### config.mk
export PLATFORM = sky130hd
export DESIGN_NAME = nlsd_key_cmp
export DESIGN_NICKNAME = d
export VERILOG_FILES = /design/src/hdl/nlsd_pkg.sv /design/src/hdl/nlsd_key_cmp.sv
export SDC_FILE = /design/constraint.sdc
export NUM_CORES = 1
export LEC_CHECK = 0
export ABC_AREA = 1
export BUFFER_PORTS_ARGS = -buffer_cell sky130_fd_sc_hd__buf_2
export CORE_ASPECT_RATIO = 0.9
export CORE_MARGIN = 8
export CORE_UTILIZATION = 50
export DETAILED_ROUTE_END_ITERATION = 8
export PLACE_DENSITY = 0.91
export REMOVE_ABC_BUFFERS = 1
export SLEW_MARGIN = 30
export SYNTH_ARGS = -nofsm -noshare
export SYNTH_HDL_FRONTEND = slang
export SYNTH_SLANG_ARGS = --single-unit
### constraint.sdc
create_clock -name vclk -period 3.7
set_input_delay 0.925 -clock vclk [all_inputs]
set_output_delay 0.925 -clock vclk [all_outputs]
set_load 0.1 [all_outputs]
### src/hdl/nlsd_pkg.sv
`timescale 1ns / 1ps
// ----------------------------------------------------------------------------
// nlsd_pkg
// Shared types and fixed constants for the neighbor list sort/dedup block.
// ----------------------------------------------------------------------------
package nlsd_pkg;

   // request opcodes
   localparam logic OP_DEG_WRITE = 1'b0;
   localparam logic OP_PUSH      = 1'b1;

   // fixed field widths
   localparam int DEG_IN_BITS = 16;
   localparam int DUP_BITS    = 5;
   localparam logic [DUP_BITS-1:0] DUP_MAX = '1;

   // qualifiers for the shared key compare unit
   typedef struct packed {
      logic cand_vld;
      logic best_vld;
      logic bound_vld;
   } cmp_ctl_type;

endpackage

### src/hdl/nlsd_key_cmp.sv
`timescale 1ns / 1ps
// ----------------------------------------------------------------------------
// nlsd_key_cmp
// Shared compare unit: takes a candidate {degree, id} key if it is below
// the bound (the previous pass's key) and above this pass's best key.
// ----------------------------------------------------------------------------
module nlsd_key_cmp
   import nlsd_pkg::*;
#(
   parameter int KEY_BITS = 26
) (
   input  cmp_ctl_type         ctl,
   input  logic [KEY_BITS-1:0] cand,
   input  logic [KEY_BITS-1:0] best,
   input  logic [KEY_BITS-1:0] bound,
   output logic                take
);

   logic below_bound;
   logic above_best;

   // strictly below the bound drops repeats of an emitted id
   assign below_bound = !ctl.bound_vld || (cand < bound);
   assign above_best  = !ctl.best_vld  || (cand > best);
   assign take        = ctl.cand_vld && below_bound && above_best;

endmodule

==> Word level (Yosys, flattened, before mapping) <==
Index checks and enable logic that the tools add are counted.
{ "classes": {"magnitude_cmp": 2, "n_reduce_logical": 6} }
{ "op_table": {"columns": ["op", "count"], "rows": [
  ["26-bit > comparator", 1],
  ["26-bit less-than comparator", 1],
  ["1-bit logical AND", 2],
  ["1-bit zero test", 2],
  ["1-bit logical OR", 2]
]} }
{ "word_totals": {"regBits": 0, "input_bits": 81, "output_inout_bits": 1, "elab_cells": 8} }

==> Longest topological paths before layout <==
Gate-level depths: netlist of run 1.
{ "logic_depth": {"depth_word": 4, "ltp_mapped": 13} }

==> Least setup slack after synthesis of run 1 <==
Ideal clock, no wire load.
{ "synth_path": {"path_kind": "input -> output", "startpoint": "input port bound[17]", "endpoint": "output port take", "t_arrival_ns": 3.039, "required_time_ns": 2.775, "slack_ns": -0.264, "cell_stages": 10, "path_buffers": 0, "cell_sequence": "inv_1 ha_1 a21o_1 nor2_1 nand2_1 a21oi_2 nand2_1 nand2_1 nand2_1 nor2_1"} }
{ "synth_between": {"elab_chain_len": 4} }
{ "synth_lines": {"columns": ["item", "line_no", "source"], "rows": [
  ["from (decl)", "nlsd_key_cmp.sv:15", "input logic [KEY_BITS-1:0] bound,"],
  ["26-bit less-than comparator", "nlsd_key_cmp.sv:23", "assign below_bound = !ctl.bound_vld || (cand < bound);"],
  ["1-bit logical OR", "nlsd_key_cmp.sv:23", null],
  ["1-bit logical AND (2 in series)", "nlsd_key_cmp.sv:25", "assign take = ctl.cand_vld && below_bound && above_best;"],
  ["to (decl)", "nlsd_key_cmp.sv:16", "output logic take"]
]} }
Every way passes these cells.

==> Worst setup path in the final report of run 1 <==
{ "layout_path": {"startpoint": "input port cand[23]", "endpoint": "output port take"} }
{ "layout_between": {"elab_chain_len": 4, "elab_cells_between_ends": 6, "cone_classes": "order compare (2); reduce/logical (4)"} }
{ "layout_lines": {"columns": ["item", "line_no", "source"], "rows": [
  ["from (decl)", "nlsd_key_cmp.sv:13", "input logic [KEY_BITS-1:0] cand,"],
  ["26-bit less-than comparator", "nlsd_key_cmp.sv:23", null],
  ["1-bit logical OR", "nlsd_key_cmp.sv:23", null],
  ["1-bit logical AND", "nlsd_key_cmp.sv:25", null],
  ["1-bit logical AND (*)", "nlsd_key_cmp.sv:25", null]
]} }
Every way passes the cells marked *; elsewhere a longest branch is shown, timed or not.

==> metrics, run 1 <==
cell count after synthesis=247; VDD IR max=0.0000598 V; Routability Congestion=0.794; Net Sw Power=0.105 mW; Crit path largest cell delay=0.30 ns; CP max FO=2; final instance area=1930 sq um; fill count=279; Critical Path Stages=12; Mapped Area=1460 sq um; synthesis warning total=0; antenna violations before repair=0; Finished Core Util=69.7%; most numerous cell in the Yosys netlist=inv_1; placed cell area=1930 sq um; Post-synth top cells=inv_1, nand2_1, ha_1, a21oi_1, nor2_1; Startpoint Class=primary input; biggest area consumer among synthesized cells=ha_1; layout cells sized above 1=28.3%; Post-route DRC=0; port bufs=82; share of the synthesized area in the top cell type=43.9%; sequential power share=0%; Crit. End Element=primary output; First-pass DRT Iterations=4; Slew Viols, Final=0; Hold Crit Class=primary input to primary output; vias in the first global route=1722; core area=2770 sq um; row cnt=18; Synth Area per Inst=5.89 sq um; fin crit share=87.7%; # IOs=82; cell family with most CP delay=simple AND/OR/NAND/NOR gates; WHS Path Cells=4; die footprint=4900 sq um; Setup Fix Bufs, Post-CTS=0; endpoints failing hold=0; GR Overflow Total=0; Worst Hold Slack=2.22 ns; CP dominant cell by count=nand2_1; Max Cap Viol=0; sequential cell area=0 sq um; Final nets=463; min cycle time layout=3.24 ns; Setup CP Type=primary input to primary output; CP Data Required Time=2.77 ns; DP Cell Count=369; largest net degree at the start of global routing=4; status=finished, final reports clean; crit path DAT=2.32 ns; first-pass GRT wire length=6.56 mm; final cell count without fillers=369; Clock power frac=0%; Routed wire per std cell=10.4 um; Area Overhead vs Synth=32.7%; crit path launch=cand[23]; synth top area cells=ha_1, inv_1, nand2_1; Gates resized, CTS repair=0; Logic pwr share=100.0%; Buf/Inv on CP=2; number of clock buffers in the layout=0; leakage=1.40 nW; setup ws final=0.456 ns; Post-DRT Antenna Nets=0; Die X=72.9 um; Pwr per Cell Area=102 nW/um^2; final setup fails=0; die span in y=67.2 um; worst slack, placed=0.438 ns; Post-DP HPWL=3.70 mm; crit path cell chain=buf_2 -> ha_1 -> a21oi_1 -> nor2_1 -> nor2_1 -> nand2_1 -> a21oi_2 -> nand2_1 -> nand2_1 -> nand2_1 -> nor2_1 -> buf_12; Vias/cell=4.45; internal power=0.0925 mW; register area share after synthesis=0%; actual slew at the worst max-slew pin=0.193 ns; sw frac=53.1%; Rel. slew slack=87.1%; Netlist cell types=15; Initial Utilization=52.5%; Seq cells=0; via count=1643; initial drt markers=33; Total Routing Usage GR=15.6%; RSZ-0062 raised after global routing=false; Critical Path End=take; final wirelength=3.83 mm; # diodes=0; CP max-delay cell=ha_1; fmax=308 MHz; hold buffers post-CTS=0
==> per-layer routing <==
layer  share of wire [%]  vias to the layer above  GRT usage, %
li1                    -                      918             -
met1                  41                      675          17.4
met2                  51                       48          30.8
met3                 7.1                        2          2.66
met4                0.47                        0          2.00
met5                   0                        -             0
==> layout by cell type, fill, tap and decap left out, drive strengths merged <==
master  instances
a21o            4
a21oi          16
buf            82
ha             51
inv            76
nand2          70
nand3           6
nand4           4
nor2           19
o21ai           1
==> power by group through the flow <==
stage / Combinational, mW / Sequential (mW) / Clock, mW
final: 0.197 / 0 / 0
after floorplan: 0.120 / 0 / 0
after CTS: 0.200 / 0 / 0
after detailed placement: 0.198 / 0 / 0
after global placement: 0.189 / 0 / 0
after global routing: 0.232 / 0 / 0
==> per-stage QoR <==
step,TNS (ns),power (mW)
2_1_floorplan,-0.264,0.120
3_3_place_gp,0,0.189
3_5_place_dp,0,0.198
4_1_cts,0,0.200
5_1_grt,0,0.232
6_report,0,0.197
==> cell families after synthesis <==
group / after synthesis / share of synthesized area (%)
buffers and inverters: 76 / 19.6
AND/OR/NAND/NOR: 99 / 28.4
adder cells (fa/ha/maj): 51 / 43.9
AO/OA/AOI/OAI: 21 / 8.17
==> worst min path at each step <==
stage	from	end	slack, ns
final	ctl[2]	take	2.22
after global routing	ctl[2]	take	2.27
after CTS	ctl[2]	take	2.23
after detailed placement	ctl[2]	take	2.23
after global placement	ctl[2]	take	2.22
after floorplan	ctl[2]	take	2.24
==> layout make-up <==
cell class	count	area, sq um	area share, %
multi-input cells	171	1170	60.6
repair buffers	82	425	22.0
inverters	76	285	14.8
well taps	40	50.0	2.59
No activity file was read; power rests on OpenSTA's default activity.
==> run 2, diff against run 1 <==
--- a/config.mk
+++ b/config.mk
@@ -11,7 +11,7 @@
 export CORE_MARGIN = 8
 export CORE_UTILIZATION = 50
 export DETAILED_ROUTE_END_ITERATION = 8
-export PLACE_DENSITY = 0.91
+export PLACE_DENSITY_LB_ADDON = 0.05
 export REMOVE_ABC_BUFFERS = 1
 export SLEW_MARGIN = 30
 export SYNTH_ARGS = -nofsm -noshare
==> metrics, run 2 (same netlist as run 1, synthesis figures left out) <==
row cnt=18; layout cells sized above 1=28.3%; Clock power frac=0%; Hold Crit Class=primary input to primary output; initial drt markers=47; total power=0.193 mW; hold buffers post-CTS=0; Final nets=463; Area Overhead vs Synth=32.7%; vias in the first global route=1497; fin crit share=88.8%; via count=1567; die footprint=4900 sq um; min cycle time layout=3.28 ns; sequential power share=0%; Net Sw Power=0.101 mW; core area=2770 sq um; Initial Utilization=52.5%; # IOs=82; fill count=281; largest net degree at the start of global routing=4; Seq cells=0; setup TNS=0 ns; most common library cell in the layout ignoring fill and taps=buf_2; # diodes=0; antenna violations before repair=0; Rel. slew slack=87.0%; RSZ-0062 raised after global routing=false; VDD IR max=0.0000596 V; CP Data Required Time=2.77 ns; Die X=72.9 um; sw frac=52.4%; CP max FO=2; area of the multi-input gates=1170 sq um; CP dominant cell by count=nand2_1; number of clock buffers in the layout=0; Routability Congestion=0.761; Slew Viols, Final=0; Max Cap Viol=0; endpoints failing hold=0; actual slew at the worst max-slew pin=0.195 ns; Vias/cell=4.25; crit path cell chain=buf_2 -> ha_1 -> a21o_1 -> nor2_1 -> nand2_1 -> a21oi_2 -> nand2_1 -> nand2_1 -> nand2_1 -> nor2_1 -> buf_12; Crit path largest cell delay=0.30 ns; Pwr per Cell Area=100 nW/um^2; WHS Path Cells=4; fmax=304 MHz; Post-route DRC=0; CP max-delay cell=ha_1; port bufs=82; Startpoint Class=primary input; crit path DAT=2.36 ns; First-pass DRT Iterations=4; most frequent cells in the layout=buf_2, inv_1, nand2_1, ha_1; Finished Core Util=69.7%; status=finished, final reports clean; Post-DRT Antenna Nets=0; Setup CP Type=primary input to primary output; internal power=0.0919 mW; GR Overflow Total=0; Total Routing Usage GR=13.4%; first-pass GRT wire length=5.76 mm; leakage=1.40 nW; Gates resized, CTS repair=0; die span in y=67.2 um; final setup fails=0; final wirelength=3.37 mm; Crit. End Element=primary output; sequential cell area=0 sq um; Setup Fix Bufs, Post-CTS=0; Routed wire per std cell=9.14 um; Post-DP HPWL=3.27 mm; Logic pwr share=100.0%
## run 2: worst max-delay path, delay by kind of cell
kind	cells	cell delay, ns
compound gates	2	0.29
fa+ha+maj	1	0.30
buf+inv	2	0.31
simple gates	6	0.53
## run 2: worst paths after layout
kind	to	startpoint
setup / recovery	take	cand[17]
hold / removal	take	ctl[2]
## run 2: layout make-up
| type | instances | area share (%) |
|---|---|---|
| Multi-Input combinational cell | 171 | 60.6 |
| Timing Repair Buffer | 82 | 22.0 |
| Inverter | 76 | 14.8 |
| Tap cell | 40 | 2.59 |
## run 2: metal layers
metal	GRT usage (%)	wire length [um]	up-vias	share of wire (%)
met5	0	0	-	0
met4	0	0	0	0
met3	2.51	242	0	7.2
met2	22.5	1470	43	43
met1	18.4	1660	607	49
li1	-	-	917	-
## run 2: stage by stage
step / worst slack (ns) / instance area [sq um] / cells / hold WS, ns
after CTS: 0.400 / 1930 / 369 / 2.22
after global routing: 0.243 / 1930 / 369 / 2.26
after detailed placement: 0.406 / 1930 / 369 / 2.22
after floorplan: -0.264 / 1460 / 247 / 2.24
after global placement: 0.428 / 1930 / 369 / 2.22
final: 0.415 / 1930 / 369 / 2.22
## run 2: power groups by stage
stage | combinational [mW] | clock [mW] | sequential [mW]
4_1_cts | 0.196 | 0 | 0
2_1_floorplan | 0.120 | 0 | 0
6_report | 0.193 | 0 | 0
3_3_place_gp | 0.191 | 0 | 0
5_1_grt | 0.230 | 0 | 0
3_5_place_dp | 0.195 | 0 | 0
==> run 3, diff against run 2 <==
--- a/config.mk
+++ b/config.mk
@@ -9,11 +9,10 @@
 export BUFFER_PORTS_ARGS = -buffer_cell sky130_fd_sc_hd__buf_2
 export CORE_ASPECT_RATIO = 0.9
 export CORE_MARGIN = 8
-export CORE_UTILIZATION = 50
+export CORE_UTILIZATION = 47
 export DETAILED_ROUTE_END_ITERATION = 8
-export PLACE_DENSITY_LB_ADDON = 0.05
+export PLACE_DENSITY = 0.84
 export REMOVE_ABC_BUFFERS = 1
-export SLEW_MARGIN = 30
 export SYNTH_ARGS = -nofsm -noshare
 export SYNTH_HDL_FRONTEND = slang
 export SYNTH_SLANG_ARGS = --single-unit
==> constraint.sdc (replaced) <==
create_clock -name vclk -period 3.2
set_input_delay 0.8 -clock vclk [all_inputs]
set_output_delay 0.8 -clock vclk [all_outputs]
set_load 0.1 [all_outputs]
==> metrics, run 3 (same netlist as run 1, synthesis figures left out) <==
# IOs=82; crit path launch=cand[21]; Total Routing Usage GR=13.6%; min cycle time layout=3.02 ns; total power=0.227 mW; fin crit share=94.4%; Worst Hold Slack=1.98 ns; final setup fails=0; Rel. slew slack=87.0%; GR Overflow Total=0; worst slack, placed=0.193 ns; row cnt=19; initial drt markers=39; Post-route DRC=0; CP dominant cell by count=nand2_1; Startpoint Class=primary input; via count=1614; CP max FO=2; sequential power share=0%; Routed wire per std cell=9.99 um; Pwr per Cell Area=118 nW/um^2; cell family with most CP delay=simple AND/OR/NAND/NOR gates; number of clock buffers in the layout=0; Clock power frac=0%; Critical Path Stages=14; layout cells sized above 1=28.3%; Setup CP Type=primary input to primary output; Post-DRT Antenna Nets=0; die span in y=68.8 um; # diodes=0; vias in the first global route=1562; status=finished, final reports clean; Gates resized, CTS repair=0; hold path start=ctl[2]; setup ws final=0.180 ns; Crit. End Element=primary output; setup TNS=0 ns; Area Overhead vs Synth=32.8%; first-pass GRT wire length=5.87 mm; final wirelength=3.71 mm; antenna violations before repair=0; core area=3000 sq um; Net Sw Power=0.120 mW; crit path DAT=2.22 ns; CP max-delay cell=ha_1; most common library cell in the layout ignoring fill and taps=buf_2; Vias/cell=4.35; hold buffers post-CTS=0; WHS Path Cells=4; Crit path largest cell delay=0.31 ns; actual slew at the worst max-slew pin=0.195 ns; CP Data Required Time=2.40 ns; most frequent cells in the layout=buf_2, inv_1, nand2_1, ha_1; Logic pwr share=100.0%; Setup Fix Bufs, Post-CTS=0; Post-DP HPWL=3.54 mm; Hold Crit Endpoint=take; First-pass DRT Iterations=4; Routability Congestion=0.792; crit path cell chain=buf_2 -> ha_1 -> nand2_1 -> inv_1 -> nand2_1 -> nand2_1 -> nand2_1 -> nand2_1 -> a21oi_2 -> nand2_1 -> nand2_1 -> nand2_1 -> nor2_1 -> buf_12; placed cell area=1930 sq um; largest net degree at the start of global routing=4; RSZ-0062 raised after global routing=false; leakage=1.40 nW; final instance area=1930 sq um; VDD IR max=0.0000710 V; Initial Utilization=48.6%; die footprint=5130 sq um; Final nets=463; Slew Viols, Final=0; Max Cap Viol=0; Hold Crit Class=primary input to primary output; endpoints failing hold=0; Buf/Inv on CP=3; sw frac=52.8%; Seq cells=0; internal power=0.107 mW; port bufs=82; sequential cell area=0 sq um; Die X=74.7 um; fmax=331 MHz
run 3: cell counts in the layout (fill, tap and decap cells not counted):
Identical to the previous run, type by type.
run 3: worst max path at each step:
| stage | to | slack [ns] |
|---|---|---|
| after CTS | take | 0.19 |
| after global placement | take | 0.20 |
| after floorplan | take | -0.51 |
| after detailed placement | take | 0.19 |
| final | take | 0.18 |
| after global routing | take | 0.08 |
run 3: per-stage QoR:
step / std cells / util (%)
final: 371 / 64.5
after detailed placement: 371 / 64.5
after global placement: 371 / 64.5
after CTS: 371 / 64.5
after floorplan: 247 / -
after global routing: 371 / 64.5
run 3: power by group through the flow:
stage / logic [mW] / clock network, mW / registers (mW)
2_1_floorplan: 0.139 / 0 / 0
3_3_place_gp: 0.219 / 0 / 0
3_5_place_dp: 0.228 / 0 / 0
4_1_cts: 0.230 / 0 / 0
5_1_grt: 0.265 / 0 / 0
6_report: 0.227 / 0 / 0
run 3: cell type report:
class	instances	area, sq um
timing repair buffer	82	425
fill	314	1060
multi-input combinational	171	1170
inverter	76	285
tap	42	52.6
run 3: metal layers:
layer	GRT usage, %	wire length (um)
met1	16.0	1640
met2	27.2	1840
met3	1.01	212
met4	0.732	14
met5	0	0
run 3: worst min-delay path, delay by kind of cell:
family | cells | cell delay (ns)
buf+inv | 2 | 0.26
simple gates | 2 | 0.11
